**config.mk**
```make
export PLATFORM = sky130hd
export DESIGN_NAME = piecewise_linear_color_map_unit
export DESIGN_NICKNAME = d
export VERILOG_FILES = /design/src/design/plcm_pkg.sv /design/src/design/plcm_div.sv /design/src/design/plcm_table.sv /design/src/design/piecewise_linear_color_map_unit.sv
export SDC_FILE = /design/constraint.sdc
export NUM_CORES = 2
export LEC_CHECK = 0
export BUFFER_PORTS_ARGS = -buffer_cell sky130_fd_sc_hd__buf_4
export CELL_PAD_IN_SITES_DETAIL_PLACEMENT = 0
export CELL_PAD_IN_SITES_GLOBAL_PLACEMENT = 1
export CORE_AREA = 5 5 442 531
export DETAILED_ROUTE_END_ITERATION = 10
export DIE_AREA = 0 0 447 536
export PLACE_DENSITY = 0.71
export SLEW_MARGIN = 20
export SYNTH_ARGS = -nofsm -noshare
export SYNTH_HDL_FRONTEND = slang
export SYNTH_SLANG_ARGS = --single-unit
```
**constraint.sdc**
```tcl
create_clock -name clk -period 8.5 [get_ports clk]
set_input_delay 0.425 -clock clk [delete_from_list [all_inputs] [get_ports clk]]
set_output_delay 0.425 -clock clk [all_outputs]
set_load 0.05 [all_outputs]
```
**src/design/plcm_pkg.sv**
```systemverilog
package plcm_pkg;

	localparam int MAX_POINTS = 16;
	localparam int FRAC_BITS  = 16;
	localparam int IDX_W      = $clog2(MAX_POINTS);
	localparam int CNT_W      = $clog2(MAX_POINTS + 1);
	localparam int LVL_W      = FRAC_BITS + 1;
	localparam int DATA_W     = 32;
	localparam int DIV_W      = 32;
	localparam int PROD_W     = 2 * LVL_W;
	localparam int IN_TDATA_W = ((IDX_W + 4 * LVL_W + DATA_W + 7) / 8) * 8;
	localparam int OUT_TDATA_W = 24;

	localparam logic [LVL_W-1:0] ONE_Q = LVL_W'(1) << FRAC_BITS;

	typedef enum logic [1:0] {
		CFG_DATA_MIN    = 2'd0,
		CFG_DATA_MAX    = 2'd1,
		CFG_POINT_COUNT = 2'd2
	} cfg_reg_t;

	typedef enum logic {
		CMD_LOAD = 1'b0,
		CMD_MAP  = 1'b1
	} cmd_t;

	typedef enum logic [3:0] {
		ST_IDLE,
		ST_NORM,
		ST_NCHK,
		ST_NDIV,
		ST_SRCH,
		ST_SCMP,
		ST_RDL,
		ST_RDR,
		ST_FRAC,
		ST_FDIV,
		ST_MUL0,
		ST_MUL1,
		ST_MUL2,
		ST_MUL3,
		ST_DONE
	} state_t;

	typedef struct packed {
		logic [LVL_W-1:0] blue;
		logic [LVL_W-1:0] green;
		logic [LVL_W-1:0] red;
		logic [LVL_W-1:0] pos;
	} point_t;

	typedef struct packed {
		logic             en;
		logic [IDX_W-1:0] idx;
		point_t           point;
	} tbl_wr_t;

	typedef struct packed {
		logic             start;
		logic [DIV_W-1:0] num;
		logic [DIV_W-1:0] den;
	} div_req_t;

	typedef struct packed {
		logic                 done;
		logic [FRAC_BITS-1:0] quot;
	} div_rsp_t;

	function automatic logic [LVL_W-1:0] sat_one(input logic [LVL_W-1:0] x);
		return (x > ONE_Q) ? ONE_Q : x;
	endfunction

endpackage

```
**src/design/plcm_div.sv**
```systemverilog
module plcm_div (
	input  logic              clk,
	input  logic              arst_n,
	input  plcm_pkg::div_req_t req,
	output plcm_pkg::div_rsp_t rsp
);
	import plcm_pkg::*;

	localparam int STEP_W = $clog2(FRAC_BITS + 1);

	logic                 busy_q;
	logic                 done_q;
	logic [STEP_W-1:0]    cnt_q;
	logic [DIV_W-1:0]     rem_q;
	logic [DIV_W-1:0]     den_q;
	logic [FRAC_BITS-1:0] quot_q;
	logic [DIV_W:0]       rem_sh;
	logic [DIV_W:0]       rem_diff;
	logic                 take;

	// remainder stays below the divisor, so the shifted value fits one extra bit
	assign rem_sh   = {rem_q, 1'b0};
	assign rem_diff = rem_sh - {1'b0, den_q};
	assign take     = (rem_sh >= {1'b0, den_q});

	always_ff @(posedge clk or negedge arst_n) begin
		if (!arst_n) begin
			busy_q <= 1'b0;
			done_q <= 1'b0;
			cnt_q  <= '0;
		end else begin
			done_q <= 1'b0;
			if (req.start) begin
				busy_q <= 1'b1;
				cnt_q  <= '0;
			end else if (busy_q) begin
				cnt_q <= cnt_q + STEP_W'(1);
				if (cnt_q == STEP_W'(FRAC_BITS - 1)) begin
					busy_q <= 1'b0;
					done_q <= 1'b1;
				end
			end
		end
	end

	always_ff @(posedge clk) begin
		if (req.start) begin
			rem_q  <= req.num;
			den_q  <= req.den;
			quot_q <= '0;
		end else if (busy_q) begin
			rem_q  <= take ? rem_diff[DIV_W-1:0] : rem_sh[DIV_W-1:0];
			quot_q <= {quot_q[FRAC_BITS-2:0], take};
		end
	end

	assign rsp.done = done_q;
	assign rsp.quot = quot_q;

endmodule

```
**src/design/plcm_table.sv**
```systemverilog
module plcm_table (
	input  logic                          clk,
	input  plcm_pkg::tbl_wr_t             wr,
	input  logic [plcm_pkg::IDX_W-1:0]    rd_addr,
	output plcm_pkg::point_t              rd_data
);
	import plcm_pkg::*;

	point_t mem_q [MAX_POINTS];
	point_t rd_q;

	always_ff @(posedge clk) begin
		if (wr.en) begin
			mem_q[wr.idx] <= wr.point;
		end
	end

	always_ff @(posedge clk) begin
		rd_q <= mem_q[rd_addr];
	end

	assign rd_data = rd_q;

endmodule

```
**src/design/piecewise_linear_color_map_unit.sv**
```systemverilog
// Piecewise linear color map: turns a signed sample into an RGB byte triple.
// Input stream: tuser is the command (load a control point or map a sample),
// tdata carries the point index, position, red, green, blue and the sample.
// A load writes one table entry at the accept edge and produces no result;
// the block is ready again in the next cycle.
// A map takes one item at a time: normalization by a 16-step shift-subtract
// divider, a binary search of up to four steps (states SRCH and SCMP each,
// one table read port), two table reads, a second 16-step division for the
// interval fraction, then states MUL0 to MUL3 per channel on one 17x17
// multiplier; each division is skipped where its result clamps to 0 or one.
// Both divisions use the shared divider; ready stays low until idle again.
// The result sits in an output register; the next item is taken while it
// waits, and a finished map holds in its last step until that register is
// free, so a stalled receiver stalls the block only then.
// Configuration (data_min, data_max, point_count) is for the user to write
// via the cfg port only while idle; not enforced. Reset clears control state
// and registers to 0, 65535 and 2; the point table is undefined until loaded.
module piecewise_linear_color_map_unit (
	input  logic                              clk,
	input  logic                              arst_n,
	input  logic                              s_axis_tvalid,
	output logic                              s_axis_tready,
	// point_index, point_position, point_red, point_green, point_blue, sample
	input  logic [plcm_pkg::IN_TDATA_W-1:0]   s_axis_tdata,
	// cmd
	input  logic                              s_axis_tuser,
	output logic                              m_axis_tvalid,
	input  logic                              m_axis_tready,
	// red, green, blue
	output logic [plcm_pkg::OUT_TDATA_W-1:0]  m_axis_tdata,
	input  logic                              cfg_we,
	input  logic [1:0]                        cfg_index,
	input  logic [plcm_pkg::DATA_W-1:0]       cfg_data
);
	import plcm_pkg::*;

	localparam int POS_LSB = IDX_W;
	localparam int RED_LSB = POS_LSB + LVL_W;
	localparam int GRN_LSB = RED_LSB + LVL_W;
	localparam int BLU_LSB = GRN_LSB + LVL_W;
	localparam int SMP_LSB = BLU_LSB + LVL_W;
	localparam int ACC_W   = PROD_W;
	localparam int SCL_W   = ACC_W + 8;

	// configuration
	logic signed [DATA_W-1:0] data_min_q;
	logic signed [DATA_W-1:0] data_max_q;
	logic [CNT_W-1:0]         point_count_q;

	// sequencer
	state_t state_q, state_d;

	logic signed [DATA_W-1:0] sample_q;
	logic signed [DATA_W:0]   range_q;
	logic signed [DATA_W:0]   diff_q;
	logic [LVL_W-1:0]         v_q;
	logic [LVL_W-1:0]         frac_q;
	logic [IDX_W-1:0]         lo_q, hi_q;
	logic [IDX_W-1:0]         right_q;
	point_t                   pl_q, pr_q;
	logic [1:0]               chan_q;
	logic [ACC_W-1:0]         acc_q;
	logic [PROD_W-1:0]        prod_q;
	logic [7:0]               rgb_q [3];
	logic [OUT_TDATA_W-1:0]   out_q;
	logic                     out_valid_q;

	// shared units
	tbl_wr_t          tbl_wr;
	logic [IDX_W-1:0] rd_addr;
	point_t           rd_data;
	div_req_t         div_req;
	div_rsp_t         div_rsp;
	logic [LVL_W-1:0] mul_a, mul_b;

	// combinational helpers
	logic             s_accept;
	cmd_t             s_cmd;
	logic [CNT_W-1:0] n_clamped;
	logic [CNT_W-1:0] n_m1;
	logic [IDX_W:0]   mid_sum;
	logic [IDX_W-1:0] mid;
	logic             norm_zero;
	logic             norm_one;
	logic             frac_zero;
	logic             frac_one;
	logic [SCL_W-1:0] scaled;
	logic [7:0]       chan_byte;
	logic             out_free;

	assign s_cmd    = cmd_t'(s_axis_tuser);
	assign s_accept = s_axis_tvalid && s_axis_tready;
	assign out_free = !out_valid_q || m_axis_tready;

	always_comb begin
		if (point_count_q < CNT_W'(2)) begin
			n_clamped = CNT_W'(2);
		end else if (point_count_q > CNT_W'(MAX_POINTS)) begin
			n_clamped = CNT_W'(MAX_POINTS);
		end else begin
			n_clamped = point_count_q;
		end
	end
	assign n_m1 = n_clamped - CNT_W'(1);

	assign mid_sum = {1'b0, lo_q} + {1'b0, hi_q};
	assign mid     = mid_sum[IDX_W:1];

	assign norm_zero = range_q[DATA_W] || (range_q == '0) || diff_q[DATA_W] || (diff_q == '0);
	assign norm_one  = (diff_q >= range_q);

	assign frac_zero = (pr_q.pos <= pl_q.pos) || (v_q <= pl_q.pos);
	assign frac_one  = (v_q >= pr_q.pos);

	// times 255 as a shift and subtract, then drop the two fraction fields
	assign scaled    = {acc_q, 8'd0} - {8'd0, acc_q};
	assign chan_byte = scaled[2*FRAC_BITS +: 8];

	// table write on a load
	always_comb begin
		tbl_wr.en          = s_accept && (s_cmd == CMD_LOAD);
		tbl_wr.idx         = s_axis_tdata[IDX_W-1:0];
		tbl_wr.point.pos   = sat_one(s_axis_tdata[POS_LSB +: LVL_W]);
		tbl_wr.point.red   = sat_one(s_axis_tdata[RED_LSB +: LVL_W]);
		tbl_wr.point.green = sat_one(s_axis_tdata[GRN_LSB +: LVL_W]);
		tbl_wr.point.blue  = sat_one(s_axis_tdata[BLU_LSB +: LVL_W]);
	end

	plcm_table u_table (
		.clk     (clk),
		.wr      (tbl_wr),
		.rd_addr (rd_addr),
		.rd_data (rd_data)
	);

	plcm_div u_div (
		.clk    (clk),
		.arst_n (arst_n),
		.req    (div_req),
		.rsp    (div_rsp)
	);

	always_ff @(posedge clk) begin
		prod_q <= PROD_W'(mul_a) * PROD_W'(mul_b);
	end

	always_ff @(posedge clk or negedge arst_n) begin
		if (!arst_n) begin
			data_min_q    <= '0;
			data_max_q    <= DATA_W'(65535);
			point_count_q <= CNT_W'(2);
		end else if (cfg_we) begin
			unique case (cfg_reg_t'(cfg_index))
				CFG_DATA_MIN:    data_min_q    <= cfg_data;
				CFG_DATA_MAX:    data_max_q    <= cfg_data;
				CFG_POINT_COUNT: point_count_q <= cfg_data[CNT_W-1:0];
				default: ;
			endcase
		end
	end

	always_ff @(posedge clk or negedge arst_n) begin
		if (!arst_n) begin
			state_q <= ST_IDLE;
		end else begin
			state_q <= state_d;
		end
	end

	always_comb begin
		state_d       = state_q;
		s_axis_tready = (state_q == ST_IDLE);
		rd_addr       = mid;
		div_req.start = 1'b0;
		div_req.num   = diff_q[DIV_W-1:0];
		div_req.den   = range_q[DIV_W-1:0];
		mul_a         = pl_q.red;
		mul_b         = ONE_Q - frac_q;
		unique case (state_q)
			ST_IDLE: begin
				if (s_accept && (s_cmd == CMD_MAP)) begin
					state_d = ST_NORM;
				end
			end
			ST_NORM: state_d = ST_NCHK;
			ST_NCHK: begin
				if (norm_zero || norm_one) begin
					state_d = ST_SRCH;
				end else begin
					div_req.start = 1'b1;
					state_d       = ST_NDIV;
				end
			end
			ST_NDIV: begin
				if (div_rsp.done) begin
					state_d = ST_SRCH;
				end
			end
			ST_SRCH: begin
				if (lo_q < hi_q) begin
					state_d = ST_SCMP;
				end else begin
					rd_addr = (lo_q == '0) ? '0 : lo_q - IDX_W'(1);
					state_d = ST_RDL;
				end
			end
			ST_SCMP: state_d = ST_SRCH;
			ST_RDL: begin
				rd_addr = right_q;
				state_d = ST_RDR;
			end
			ST_RDR: state_d = ST_FRAC;
			ST_FRAC: begin
				div_req.num = DIV_W'(v_q - pl_q.pos);
				div_req.den = DIV_W'(pr_q.pos - pl_q.pos);
				if (frac_zero || frac_one) begin
					state_d = ST_MUL0;
				end else begin
					div_req.start = 1'b1;
					state_d       = ST_FDIV;
				end
			end
			ST_FDIV: begin
				if (div_rsp.done) begin
					state_d = ST_MUL0;
				end
			end
			ST_MUL0: begin
				unique case (chan_q)
					2'd0:    mul_a = pl_q.red;
					2'd1:    mul_a = pl_q.green;
					default: mul_a = pl_q.blue;
				endcase
				mul_b   = ONE_Q - frac_q;
				state_d = ST_MUL1;
			end
			ST_MUL1: begin
				unique case (chan_q)
					2'd0:    mul_a = pr_q.red;
					2'd1:    mul_a = pr_q.green;
					default: mul_a = pr_q.blue;
				endcase
				mul_b   = frac_q;
				state_d = ST_MUL2;
			end
			ST_MUL2: state_d = ST_MUL3;
			ST_MUL3: begin
				state_d = (chan_q == 2'd2) ? ST_DONE : ST_MUL0;
			end
			ST_DONE: begin
				// hold until the output register is free
				if (out_free) begin
					state_d = ST_IDLE;
				end
			end
			default: state_d = ST_IDLE;
		endcase
	end

	// datapath registers of the sequencer
	always_ff @(posedge clk) begin
		unique case (state_q)
			ST_IDLE: begin
				sample_q <= s_axis_tdata[SMP_LSB +: DATA_W];
			end
			ST_NORM: begin
				range_q <= {data_max_q[DATA_W-1], data_max_q} - {data_min_q[DATA_W-1], data_min_q};
				diff_q  <= {sample_q[DATA_W-1], sample_q} - {data_min_q[DATA_W-1], data_min_q};
				lo_q    <= '0;
				hi_q    <= n_m1[IDX_W-1:0];
			end
			ST_NCHK: begin
				if (norm_zero) begin
					v_q <= '0;
				end else if (norm_one) begin
					v_q <= ONE_Q;
				end
			end
			ST_NDIV: begin
				if (div_rsp.done) begin
					v_q <= {1'b0, div_rsp.quot};
				end
			end
			ST_SRCH: begin
				if (!(lo_q < hi_q)) begin
					right_q <= (lo_q == '0) ? IDX_W'(1) : lo_q;
				end
			end
			ST_SCMP: begin
				if (v_q > rd_data.pos) begin
					lo_q <= mid + IDX_W'(1);
				end else begin
					hi_q <= mid;
				end
			end
			ST_RDL: pl_q <= rd_data;
			ST_RDR: pr_q <= rd_data;
			ST_FRAC: begin
				chan_q <= 2'd0;
				if (frac_zero) begin
					frac_q <= '0;
				end else if (frac_one) begin
					frac_q <= ONE_Q;
				end
			end
			ST_FDIV: begin
				if (div_rsp.done) begin
					frac_q <= {1'b0, div_rsp.quot};
				end
			end
			ST_MUL0: ;
			ST_MUL1: acc_q <= prod_q;
			ST_MUL2: acc_q <= acc_q + prod_q;
			ST_MUL3: begin
				rgb_q[chan_q] <= chan_byte;
				chan_q        <= chan_q + 2'd1;
			end
			ST_DONE: begin
				if (out_free) begin
					out_q <= {rgb_q[2], rgb_q[1], rgb_q[0]};
				end
			end
			default: ;
		endcase
	end

	always_ff @(posedge clk or negedge arst_n) begin
		if (!arst_n) begin
			out_valid_q <= 1'b0;
		end else if ((state_q == ST_DONE) && out_free) begin
			out_valid_q <= 1'b1;
		end else if (m_axis_tready) begin
			out_valid_q <= 1'b0;
		end
	end

	assign m_axis_tvalid = out_valid_q;
	assign m_axis_tdata  = out_q;

	a_div_done_in_wait: assert property (@(posedge clk) disable iff (!arst_n)
		div_rsp.done |-> (state_q == ST_NDIV || state_q == ST_FDIV))
		else $error("divider finished outside a division wait");

	a_map_drops_ready: assert property (@(posedge clk) disable iff (!arst_n)
		(s_accept && s_axis_tuser) |=> !s_axis_tready)
		else $error("ready stayed high after a map request");

	a_result_from_done: assert property (@(posedge clk) disable iff (!arst_n)
		$rose(m_axis_tvalid) |-> $past(state_q == ST_DONE))
		else $error("result appeared without a finished map");

	a_search_bounds: assert property (@(posedge clk) disable iff (!arst_n)
		(state_q == ST_SCMP) |-> (lo_q < hi_q))
		else $error("search compare with empty interval");

endmodule

```
Word-level counts from Yosys, hierarchy flattened. Memory sizes are Yosys's and may differ from the RTL's. A register that Yosys moved wholly into a read port is not among the register bits. Cells that the tools add are included.

Flip-flop bits (word level): 511. RAM bits: 1112. Output and inout port bits: 26. Logic and storage cells: 180. Memories kept: 2.

$add $sub $neg: 14. $mul: 1. Magnitude comparators: 13. Eq/ne operators: 27. Mux-type cells: 56. Bitwise gates (word level): 2. Reductions and logical operators: 35.

Memory list: u_table.mem_q (depth 16, width 68, read ports 1, clocked after Yosys merged registers in 1, wr ports 1, RTL line plcm_table.sv:9) `point_t mem_q [MAX_POINTS];`; rgb_q (depth 3, width 8, read ports 3, clocked after Yosys merged registers in 3, wr ports 1, RTL line piecewise_linear_color_map_unit.sv:64) `logic [7:0] rgb_q [3];`.

Operators by type and width (number): 2-to-1 mux 17 bit (10); case mux 17 bit (2 select lines) (5); 2-to-1 mux 32 bit (3); greater-than comparator 17 bit (second input constant) (4); case mux 34 bit (2 select lines) (1); zero test 33 bit (2); subtractor 32 x 32 -> 33 bit (2); 2-to-1 mux 64 bit (1); case mux 4 bit (15 select lines) (1); 2-to-1 mux 4 bit (10); subtractor 40 x 34 -> 40 bit (1); subtractor 17 x 17 -> 18 bit (2); adder 34 bit (1); <= comparator 17 bit (2); multiplier 17 x 17 -> 34 bit (1); >= comparator 33 x 32 -> 1 bit (1); >= comparator 33 bit (1); subtractor 32 bit (1); == test 4 bit (second input constant) (7); case mux 4 bit (2 select lines) (3); >= comparator 17 bit (1); greater-than comparator 17 bit (1); subtractor 17 bit (first input constant) (1); == test 4 x 3 -> 1 bit (second input constant) (4); other kinds (32) (82).

Logic depth before layout (Yosys ltp).
Word-level depth: 8. Mapped depth: 34. Gate-level depth less buffers: 31.

By module. From an unflattened synthesis, not the netlist that was laid out.

Cells, all modules: 5959. Area total of the unflattened synthesis: 83857.9 µm².

By module, submodules not included: plcm_table (instances 1, cells an instance 1750, area an instance 41979.0 µm², sequential area each 34032.6 µm²); piecewise_linear_color_map_unit (instances 1, cells an instance 3676, area an instance 36537.5 µm², sequential area each 13484.2 µm²); plcm_div (instances 1, cells an instance 533, area an instance 5341.4 µm², sequential area each 2417.3 µm²).

Worst setup path after synthesis. Ideal clock, no wire load.

Path type: register to register. From: register state_q[3]. To: memory u_table.mem_q[0][0] (netlist bit), enable pin. Library setup time: 0.578 ns. Arrival time: 8.342 ns. Data required time: 7.922 ns. Setup slack: -0.421 ns. Stages on the path, launching flop included: 8. Path buffers: 2. Clock period less this slack: 8.921 ns. Cell sequence: dfrtp_1 > clkbuf_1 > or2_2 > clkbuf_1 > nor2_1 > nand3b_1 > or3_1 > nor3_1.

Cells in the longest elaborated chain, start to end: 5.

Ends and longest elaborated chain: start, declared (RTL line piecewise_linear_color_map_unit.sv:51) `state_t state_q, state_d;`; start signal, assigned (RTL line piecewise_linear_color_map_unit.sv:166) `state_q <= state_d;`; zero test 4 bit (RTL line piecewise_linear_color_map_unit.sv:172) `s_axis_tready = (state_q == ST_IDLE);`; named net s_axis_tready (RTL line piecewise_linear_color_map_unit.sv:22) `output logic s_axis_tready,`; logical AND 1 bit (RTL line piecewise_linear_color_map_unit.sv:92) `assign s_accept = s_axis_tvalid && s_axis_tready;`; logical AND 1 bit (RTL line piecewise_linear_color_map_unit.sv:121) `tbl_wr.en = s_accept && (s_cmd == CMD_LOAD);`; 2-to-1 mux 1 bit (RTL line plcm_table.sv:13) `if (wr.en) begin`; 2-to-1 mux 1 bit (not written as such) (RTL line plcm_table.sv:14) `mem_q[wr.idx] <= wr.point;`; end, declared (RTL line plcm_table.sv:9).

The timed path passes the listed nets, and every way through them passes these cells.

Worst setup path in the final report.
From: register chan_q[1]. To: register prod_q[30].

Cells in the longest elaborated chain, start to end: 4. Elaborated cells between the ends (all ways): 6.

Ends and longest elaborated chain: start, declared (RTL line piecewise_linear_color_map_unit.sv:61) `logic [1:0] chan_q;`; start signal, assigned (RTL line piecewise_linear_color_map_unit.sv:316) `chan_q <= chan_q + 2'd1;`; == test 2 x 1 -> 1 bit or zero test 2 bit (tied branches) (RTL line piecewise_linear_color_map_unit.sv:229, piecewise_linear_color_map_unit.sv:238); case mux 17 bit (2 select lines), on equally long branches (RTL line piecewise_linear_color_map_unit.sv:238, piecewise_linear_color_map_unit.sv:229); case mux 17 bit (2 select lines) * (RTL line piecewise_linear_color_map_unit.sv:179) `unique case (state_q)`; multiplier 17 x 17 -> 34 bit * (RTL line piecewise_linear_color_map_unit.sv:144) `prod_q <= PROD_W'(mul_a) * PROD_W'(mul_b);`; end signal, assigned (RTL line piecewise_linear_color_map_unit.sv:144); end, declared (RTL line piecewise_linear_color_map_unit.sv:63) `logic [PROD_W-1:0] prod_q;`.

Every way passes the cells marked *; elsewhere a longest branch is shown, timed or not. A chain may end at the register's enable or synchronous reset.

==> metrics.txt <==
most frequent cells in the layout=1516 x edfxtp_1, 672 x nand2_1, 527 x inv_1, 380 x ha_1, 361 x a21oi_1; post-synthesis sequential area ratio=between 50% and 60%; Unique masters post-synth=80; number of global-route vias before repair=approximately 55k; Most used DFF post-synth=edfxtp_1; Setup-failing EPs final=0; f_max=roughly 130 MHz; Num Clock Sinks=about 1.7k; Num CTS Buffers=roughly 180; Setup Skew=78.8 ps; CTS hold repair buffers=70; initial DRC count=~4.5k; Lkg Pwr=36.5 nW; final-report hold violation count=0; CTS max path bufs=4; CTS tree=done; I/O pins=170; Setup Crit Path Kind=reg -> reg; power per cell area=187 nW/um^2; layer with the highest usage=met2; WL/cell=22.2 um; global-route wire length before repair=~340 mm; Post-synth EDFFs=approximately 1.5k; Post CTS Setup Buffer Count=0; Clk Latency, worst-skew pair=850 ps; final setup TNS=0 ps; gp weighted congestion=a little over 0.9; WL final=224 mm; #FFs+latches synth=1715; met1 Resource Use GR=22.9%; Critical Path Start Type=flip-flop; Relative slew margins=a little over a fifth; total nets after synthesis=7383; synthesized cell area=84200 sq um; core region area=between 200000 and 250000 sq um; Switching Fraction=between 20% and 30%; via count=roughly 54k; CP top delay family=adder cells; outcome=finished, final reports clean; maximum fanout along the worst path=22; most common cell after layout, fill and taps aside=edfxtp_1; global route overflow=0; clock power share=43.1%; combined buffer and inverter count along the critical path=6; clk slew on worst S/H paths=approximately 60 ps; Std-Cell Rows=roughly 190; area delta synth->final=14.3%; largest net degree at the start of global routing=~150; Net Switching=approximately 3.8 mW; most used cell, CP=fa_1; gr usage total=between 10% and 20%; critical path's slowest cell=a21oi_1; YS warnings=0; RSZ-0062 raised after global routing=false; CP max stage delay=between 700 and 800 ps; Final ANT Viol Nets=0; Worst VDD drop=158 uV; DRC violation count after routing=0; Least-Margin Pin Slew=about 1200 ps; Via density=about 5.3; WHS=63.3 ps; GR Layer Usage met3=under 10%; Worst setup EP type=flip-flop; Sequential Power Share=between 50% and 60%; period utilization=93.4%; die width=447 um; Final HPWL DP=between 100 and 150 mm; Syn Inst Count=6628; WP data arrival=slightly below 9000 ps; Post-synth ARST share=4.72%; Die H=about 540 um; Resize count post-CTS=0; Die Area=about 240000 sq um; H-tree depth=4; worst path required time=approximately 9300 ps; Initial Utilization=36.8%; # nets final=7670; Filler cells=between 20k and 25k; Mapped Avg Cell Area=about 13 sq um; initial antenna violation count=7; GR Util met2=around 33%; Max-cap violations=0; hold crit path type=in -> reg; Port Buf Inserts=around 170; Internal=14.2 mW; post-route minimum period=a little under 8000 ps; CTS root buffer=clkbuf_16; combinational power share=about 5.3%; Pre-Repair DR Iteration Count=6; share of cells above drive strength 1=approximately 10%; fin. max-slew vios=0
final timing paths:
check                           cells after the start              endpoint             from  slack (ps)
worst max-delay path                               27            prod_q[30]        chan_q[1]         560
worst min-delay path                                2  u_table.mem_q[8][12]  s_axis_tdata[1]          60
worst max register to register                     27            prod_q[30]        chan_q[1]         560
worst min register to register                      0      m_axis_tdata[13]      rgb_q[1][5]         420
max in group asynchronous                           2          u_div.busy_q           arst_n        7630
min in group asynchronous                           2         data_min_q[4]           arst_n         260
stage by stage:
stage / util (%) / instance area [sq um] / power, mW / setup slack [ps] / std cells
after global routing: 42.0 / 96300 / 18.6 / 48.7 / 10100
final: 42.0 / 96300 / 18.0 / 560 / 10100
after CTS: 42.0 / 96200 / 18.2 / 555 / 10100
after detailed placement: 39.2 / 89800 / 10.4 / 492 / 9686
after global placement: 39.2 / 89700 / 10.4 / 548 / 9685
after floorplan: - / 84200 / 10.1 / 297 / 6628
metal layers:
layer  share of wire, %  wire length (um)
met1                 41             91500
met2                 51            114000
met3                4.9             11000
met4                3.4              7650
met5                  0                 0
cell usage after synthesis, drive strengths merged (19+ instances only):
cell / count / area share [%]
a211oi: 51 / 0.45
a21boi: 81 / 0.72
a21o: 175 / 1.6
a21oi: 361 / 2.1
a221oi: 79 / 0.86
a22oi: 19 / 0.17
a311oi: 21 / 0.22
a31oi: 24 / 0.18
a32o: 70 / 0.83
a32oi: 68 / 0.71
and2: 56 / 0.42
and3: 96 / 0.71
buf: 49 / 0.25
clkbuf: 221 / 0.98
dfrtp: 64 / 1.9
dfxtp: 118 / 2.8
edfxtp: 1516 / 54
fa: 231 / 5.5
ha: 380 / 5.6
inv: 527 / 2.3
mux2: 41 / 0.55
mux2i: 295 / 3.5
nand2: 673 / 3.0
nand2b: 43 / 0.32
nand3: 59 / 0.35
nand4: 37 / 0.27
nor2: 301 / 1.3
nor2b: 113 / 0.84
nor3: 52 / 0.31
nor4: 49 / 0.36
o21a: 40 / 0.36
o21ai: 287 / 1.7
o21bai: 20 / 0.18
xnor2: 118 / 1.2
xor2: 75 / 0.78
power by group through the flow:
stage	Sequential (mW)	Clock (mW)	Combinational, mW
finish	9.28	7.75	0.953
global route	9.29	8.27	1.07
CTS	9.28	7.92	0.954
detailed placement	9.46	0	0.922
global placement	9.46	0	0.906
floorplan	9.45	0	0.630
sequential cells by signal, summed over array words and instances (netlist names), 24 cells and up:
name and flops:
prod_q 34, sample_q 32, pl_q 68, pr_q 68, u_table.mem_q 1088, u_div.rem_q 32
acc_q 34, data_min_q 32, m_axis_tdata 24, range_q 33, u_div.den_q 32, u_table.rd_data 68
rgb_q 24, data_max_q 32, diff_q 33
layout make-up:
cell class / instances / area, sq um / share of cell area [%]
Tap cell: 3022 / 3780 / 3.93
Clock inverter: 68 / 701 / 0.728
Inverter: 527 / 1980 / 2.05
Timing Repair Buffer: 377 / 3210 / 3.33
Sequential cell: 1715 / 49900 / 51.9
Clock buffer: 253 / 5050 / 5.25
Antenna cell: 3 / 7.51 / 0.00780
Multi-Input combinational cell: 4116 / 31600 / 32.8
cell families after synthesis:
family | Yosys count | synth area share, %
adders and majority gates | 611 | 11.1
buffers and inverters | 797 | 3.59
AOI/OAI and AO/OA | 1424 | 11.4
DFF | 1715 | 59.3
muxes | 336 | 4.05
xor gates and xnor gates | 193 | 2.01
and+or+nand+nor | 1552 | 8.57
No activity file was read; power rests on OpenSTA's default activity.
